==> src/sqd_pkg.sv <==
`default_nettype none
package sqd_pkg;
  localparam logic [1:0] EV_JOIN   = 2'd0;
  localparam logic [1:0] EV_LOST   = 2'd1;
  localparam logic [1:0] EV_FINISH = 2'd2;
  localparam logic [1:0] EV_START  = 2'd3;

  localparam logic [1:0] REG_ACTIVE_LINES = 2'd0;
  localparam logic [1:0] REG_MAX_LENGTH   = 2'd1;
  localparam logic [1:0] REG_SERVICE_LOW  = 2'd2;
  localparam logic [1:0] REG_SERVICE_HIGH = 2'd3;

  typedef struct packed {
    logic [1:0]  event_res;
    logic [2:0]  line;
    logic [4:0]  length;
    logic [15:0] wait_ticks;
    logic [31:0] tick;
    logic        last;
  } result_t;

  typedef struct packed {
    logic [3:0]  arrivals;
    logic [31:0] tick;
  } job_t;
endpackage
`default_nettype wire

==> src/sqd_front.sv <==
`default_nettype none
module sqd_front (
  input  wire              clk,
  input  wire              rst_n,
  input  wire              in_tvalid,
  output logic             in_tready,
  input  wire [3:0]        in_arrivals,
  output logic             job_valid,
  input  wire              job_ready,
  output sqd_pkg::job_t    job
);
  localparam int QD = 2;
  sqd_pkg::job_t q_r [QD];
  logic [0:0] wp_r, rp_r;
  logic [1:0] cnt_r;
  logic [31:0] tick_r;
  logic push, pop;

  assign in_tready = (cnt_r != 2'(QD));
  assign push = in_tvalid && in_tready;
  assign job_valid = (cnt_r != 2'd0);
  assign pop = job_valid && job_ready;
  assign job = q_r[rp_r];

  always_ff @(posedge clk) begin
    if (push) begin
      q_r[wp_r] <= '{arrivals: in_arrivals, tick: tick_r};
    end
    if (!rst_n) begin
      wp_r <= '0;
      rp_r <= '0;
      cnt_r <= '0;
      tick_r <= '0;
    end else begin
      if (push) begin
        wp_r <= wp_r + 1'b1;
        tick_r <= tick_r + 32'd1;
      end
      if (pop) rp_r <= rp_r + 1'b1;
      cnt_r <= cnt_r + {1'b0, push} - {1'b0, pop};
    end
  end
endmodule
`default_nettype wire

==> config.mk <==
export PLATFORM = sky130hd
export DESIGN_NAME = sqd_front
export DESIGN_NICKNAME = d
export VERILOG_FILES = /design/src/sqd_pkg.sv /design/src/sqd_front.sv
export SDC_FILE = /design/constraint.sdc
export NUM_CORES = 1
export LEC_CHECK = 0
export BUFFER_PORTS_ARGS = -buffer_cell sky130_fd_sc_hd__buf_2
export CAP_MARGIN = 20
export CORE_ASPECT_RATIO = 1.1
export CORE_UTILIZATION = 54
export CTS_BUF_LIST = sky130_fd_sc_hd__clkbuf_8
export CTS_CLUSTER_DIAMETER = 50
export CTS_CLUSTER_SIZE = 30
export DETAILED_ROUTE_END_ITERATION = 6
export GPL_ROUTABILITY_DRIVEN = 0
export PLACE_DENSITY_LB_ADDON = 0.15
export SLEW_MARGIN = 20
export SYNTH_ARGS = -nofsm -noshare
export SYNTH_HDL_FRONTEND = slang
export SYNTH_SLANG_ARGS = --single-unit
==> constraint.sdc <==
create_clock -name clk -period 2.6 [get_ports clk]
set_input_delay 0 -clock clk [delete_from_list [all_inputs] [get_ports clk]]
set_output_delay 0 -clock clk [all_outputs]
set_load 0.01 [all_outputs]
# ---- After elaboration in Yosys (flattened, before gate mapping)
# Memory sizes are Yosys's and may differ from the RTL's. A register that Yosys moved wholly into a read port is not among the register bits.
# Index checks and enable logic that the tools add are counted.
dict set report word_totals {
  reg_bits 36
  ram_bits 72
  input_bits 8
  output_inout_bits 38
  wordCells 18
  n_memories 1
}
# memory words word_bits rd rd_clocked_by_memory_dff wr line
set memory_table {}
lappend memory_table {q_r 2 36 1 1 1 sqd_front.sv:13} ;# sqd_pkg::job_t q_r [QD];
dict set report op_classes {
  add_sub_neg 5
  n_eq_ne 1
  muxes 4
  reduce_logical 3
}
# op n
set ops {}
lappend ops {{32-bit by 1-bit adder with 32-bit output, second input constant} 1}
lappend ops {{1-bit two-way mux} 4}
lappend ops {{1-bit adder, second input constant} 2}
lappend ops {{2-bit by 1-bit adder with 2-bit output} 1}
lappend ops {{1-bit logical AND} 2}
lappend ops {{2-bit != test, second input constant} 1}
lappend ops {{2-bit nonzero test} 1}
lappend ops {{2-bit by 1-bit subtractor with 2-bit output} 1}

# ---- Depth between registers and ports, before layout
dict set report logic_depth {
  ltp_word 4
  ltp_mapped 7
  ltp_nobuf 6
}

# ---- Least setup slack after synthesis
# Ideal clock, no wire load.
dict set report synth_timing {
  path_type {register to register}
  from {register cnt_r[0]}
  to {memory q_r[0][0] (netlist bit), enable pin}
  setup_time_ns 0.429
  arrival_ns 2.220
  required_time_ns 2.171
  slack_ns -0.049
  stages_incl_launch_ff 4
  n_path_buf 0
  synth_period_minus_slack_ns 2.649
  cell_sequence {dfxtp_1 -> nand2b_1 -> nand2_1 -> nor2_1}
}
dict set report synth_via {
  elab_chain_cells 4
}
# element line
set synth_lines {}
lappend synth_lines {{from (decl)} sqd_front.sv:15} ;# logic [1:0] cnt_r;
lappend synth_lines {{from (signal assigned)} sqd_front.sv:40} ;# cnt_r <= cnt_r + {1'b0, push} - {1'b0, pop};
lappend synth_lines {{2-bit != test} sqd_front.sv:19} ;# assign in_tready = (cnt_r != 2'(QD));
lappend synth_lines {{named net in_tready} sqd_front.sv:6} ;# output logic in_tready,
lappend synth_lines {{1-bit logical AND} sqd_front.sv:20} ;# assign push = in_tvalid && in_tready;
lappend synth_lines {{1-bit two-way mux} sqd_front.sv:26} ;# if (push) begin
lappend synth_lines {{1-bit two-way mux (implied by the code)} sqd_front.sv:27} ;# q_r[wp_r] <= '{arrivals: in_arrivals, tick: tick_r};
lappend synth_lines {{to (decl)} sqd_front.sv:13}
# The timed path passes the listed nets, and every way through them passes these cells.

# ---- Worst setup path after layout
dict set report layout_timing {
  from {register tick_r[8]}
  to {register tick_r[31]}
}
dict set report layout_via {
  elab_chain_cells 1
}
# element line
set layout_lines {}
lappend layout_lines {{from (decl)} sqd_front.sv:16} ;# logic [31:0] tick_r;
lappend layout_lines {{from (signal assigned)} sqd_front.sv:37} ;# tick_r <= tick_r + 32'd1;
lappend layout_lines {{32-bit by 1-bit adder with 32-bit output} sqd_front.sv:37}
# Every way passes these cells.
# A chain may end at the register's enable or synchronous reset.

==> results by group <==
Outcome
  – Result of the run: finished clean

Routing
  – Vias/cell: about 5.3
  – Final Routed Wirelength: 7320 um
  – DRT iter0 DRCs: 114
  – Total via count after detailed routing: 2570
  – Routed WL per cell: approximately 15 um
  – Number of detailed-routing iterations run before antenna repair: 4
  – Drc violations: 0
  – ANT nets after route: 0

Clocking
  – Sinks on Clock Net: 109
  – Post-CTS Setup Inserts: 0
  – H-tree depth: 3
  – Insertion delay to the later sink of the worst-skew pair: between 0.3 and 0.4 ns
  – CTS root buffer: sky130_fd_sc_hd__clkbuf_8
  – CTS clock-pin slew for the worst setup and hold paths: ~0.1 ns
  – Cts bufs inserted: 9
  – Clock tree from TritonCTS: built
  – Maximum count of clock buffers along a single path: 2

Global routing
  – Global-route wire length before repair: around 12000 um
  – Initial antenna violation count: 0
  – GR Util All Layers: between 10% and 20%
  – Maximum number of pins on one net before global-route repair: 34
  – Global route total overflow: 0
  – Number of global-route vias before repair: roughly 2500

Layout
  – Area added between synthesis and finish: 14.7%
  – Utilization after layout: 64.9%
  – Ant diodes: 0
  – Fraction of final layout cells with drive strength greater than 1: 29.5%
  – Fill cell instance count of the final layout: around 600
  – Net total in the final layout: around 380

Power and ir drop
  – Part of the total power dissipated in the clock network: around a quarter
  – Total Power: approximately 3.9 mW
  – Switching share of total power: about 28%
  – Static Leakage: about 1.8 nW
  – Internal portion of total power: approximately 2.9 mW
  – Sequential Power Share: 53.8%
  – Worst IR Drop VDD: 0.415 mV
  – Pwr/cell area: between 800 and 900 nW/um^2
  – Gate power share: 22.3%
  – Net switching component of the power: between 1 and 1.5 mW

Synth
  – Mapped Area: approximately 4300 um^2
  – Gate count after technology mapping: roughly 310
  – Async SR Flop Fraction: 0%
  – Synthesis warning total: 0
  – Syn Nets: about 320
  – Number of synthesized flops with an enable pin: 72
  – Post-synth top flop: sky130_fd_sc_hd__edfxtp_1
  – Average footprint of a synthesized cell: approximately 14 um^2
  – Fraction of the yosys area taken by sequential cells: between 60% and 70%
  – Number of distinct library cell variants in the gate-level netlist after synthesis: 31
  – Flip-flop and latch count after synthesis: approximately 110

STA
  – Final Setup Violations: 0
  – Highest clock rate: about 0.44 GHz
  – Worst clock skew on the final layout: around 0.013 ns
  – Final Max Slew Viols: 0
  – Setup repair after global routing missed its margin: no
  – Number of hold-slack violations in the final timing report: 0
  – Actual transition at the worst max-transition pin: 0.655 ns
  – Min Tclk post-route: 2.28 ns
  – Sum Neg Setup Slack: 0 ns
  – Worst slew slack as a fraction of its limit: 56.2%
  – Worst hold margin: about 0.056 ns
  – Post-route fraction of the period consumed by the critical path: about 88%

Floorplan
  – Horizontal die dimension: about 87 um
  – Die area: slightly above 8000 um^2
  – IO Count: 46
  – Cell Rows: 33
  – Area of the core: between 7000 and 8000 um^2
  – Die Height: 95.3 um
  – Initial core utilization: around 57%

Flow run
  – Max-cap check violation count: 0

Setup path
  – Worst-path maximum fanout: 8
  – Crit start category: register
  – WS Path Type: reg2reg
  – Worst path arrival time: ~2.6 ns
  – Required time at the worst-slack endpoint: 2.90 ns
  – Type of destination of the critical path: register

Placed design
  – PortBufs: 45
  – Placed wire-length estimate after detailed placement: between 4000 and 5000 um

Min path
  – Tightest Hold Check Type: in2reg
## critical path, stage by stage (launching register included)
cell and delay, ns:
sky130_fd_sc_hd__dfxtp_1 0.48, sky130_fd_sc_hd__nand4_2 0.16, sky130_fd_sc_hd__or4_4 0.54, sky130_fd_sc_hd__or4_1 0.50, sky130_fd_sc_hd__or3_1 0.37, sky130_fd_sc_hd__a21oi_1 0.15
## registers in the layout, summed over array words and instances, names as in the netlist, named ones only
name and flops:
q_r 72, tick_r 32, cnt_r 2, rp_r 1, wp_r 1
## per-layer routing
metal  part of all wire, %  GRT usage (%)  vias to the layer above
li1                      -              -                     1247
met1                    44           23.9                     1262
met2                    51           33.3                       53
met3                   3.9           3.29                        8
met4                   1.0           10.0                        0
met5                     0              0                        -
## cells by family after synthesis
group | synth area share (%)
AND/OR/NAND/NOR | 13.0
flip-flops | 67.9
multiplexers | 9.71
XOR/XNOR | 6.14
buffers and inverters | 1.43
AO/OA/AOI/OAI | 1.29
adder cells (fa/ha/maj) | 0.585
## cells in the mapped netlist, types with 3 or more instances
library cell,instances,area share [%]
sky130_fd_sc_hd__and4_1,3,0.61
sky130_fd_sc_hd__and2_1,3,0.44
sky130_fd_sc_hd__inv_1,5,0.44
sky130_fd_sc_hd__nand2_1,21,1.8
sky130_fd_sc_hd__nor2_1,33,2.9
sky130_fd_sc_hd__or3_1,3,0.44
sky130_fd_sc_hd__xor2_1,8,1.6
sky130_fd_sc_hd__dfxtp_1,37,17
sky130_fd_sc_hd__xnor2_1,22,4.5
sky130_fd_sc_hd__mux2_2,36,9.5
sky130_fd_sc_hd__nand3_1,7,0.82
sky130_fd_sc_hd__clkbuf_1,8,0.70
sky130_fd_sc_hd__o21ai_0,3,0.35
sky130_fd_sc_hd__nand4_1,5,0.73
sky130_fd_sc_hd__nor4_1,4,0.59
sky130_fd_sc_hd__nor3_1,13,1.5
sky130_fd_sc_hd__and3_1,7,1.0
sky130_fd_sc_hd__a21oi_1,5,0.59
sky130_fd_sc_hd__edfxtp_1,72,51
## repair_timing
action	CTS	global route
hold buffers	5	0
resized for setup	0	0
endpoints found under the hold margin	12	0
## final cells by class
type / count / area, um^2 / share of cell area [%]
inverter: 5 / 18.8 / 0.383
clock buffer: 10 / 138 / 2.81
tap: 105 / 131 / 2.68
clock inverter: 6 / 45.0 / 0.919
multi-input combinational: 188 / 1320 / 26.9
timing repair buffer: 58 / 348 / 7.09
sequential: 109 / 2900 / 59.2
## per-stage QoR
step                      std cells  instance area [um^2]  worst slack (ns)
after floorplan                 313                  4280             0.469
after global placement          460                  4670             0.385
after detailed placement        460                  4670             0.347
after CTS                       481                  4900             0.311
after global routing            481                  4900             0.195
final                           481                  4900             0.323
## final timing paths
path | slack, ns | endpoint | start | depth (start not counted)
setup reg to reg | 0.32 | tick_r[31] | tick_r[8] | 5
hold / removal | 0.06 | register | job_ready | 4
setup / recovery | 0.32 | tick_r[31] | tick_r[8] | 5
hold reg to reg | 0.51 | register | rp_r | 2
## power by group through the flow
stage          clock network [mW]  logic (mW)  registers, mW
6_report                    0.942       0.879           2.12
5_1_grt                      1.04       0.966           2.14
4_1_cts                     0.968       0.902           2.12
3_5_place_dp                    0       0.892           2.16
3_3_place_gp                    0       0.888           2.15
2_1_floorplan                   0       0.577           2.14
## cells in the final DEF (no fill, tap or decap), types with 7 or more instances in the layout
| cell | count |
|---|---|
| sky130_fd_sc_hd__clkbuf_8 | 10 |
| sky130_fd_sc_hd__nand2_1 | 21 |
| sky130_fd_sc_hd__edfxtp_1 | 72 |
| sky130_fd_sc_hd__dfxtp_1 | 37 |
| sky130_fd_sc_hd__xnor2_1 | 22 |
| sky130_fd_sc_hd__nor2_1 | 32 |
| sky130_fd_sc_hd__nor3_1 | 13 |
| sky130_fd_sc_hd__buf_4 | 7 |
| sky130_fd_sc_hd__xor2_1 | 8 |
| sky130_fd_sc_hd__buf_2 | 45 |
| sky130_fd_sc_hd__and3_1 | 7 |
| sky130_fd_sc_hd__nand3_1 | 7 |
| sky130_fd_sc_hd__mux2_2 | 36 |
(Power assumes the default switching activity.)
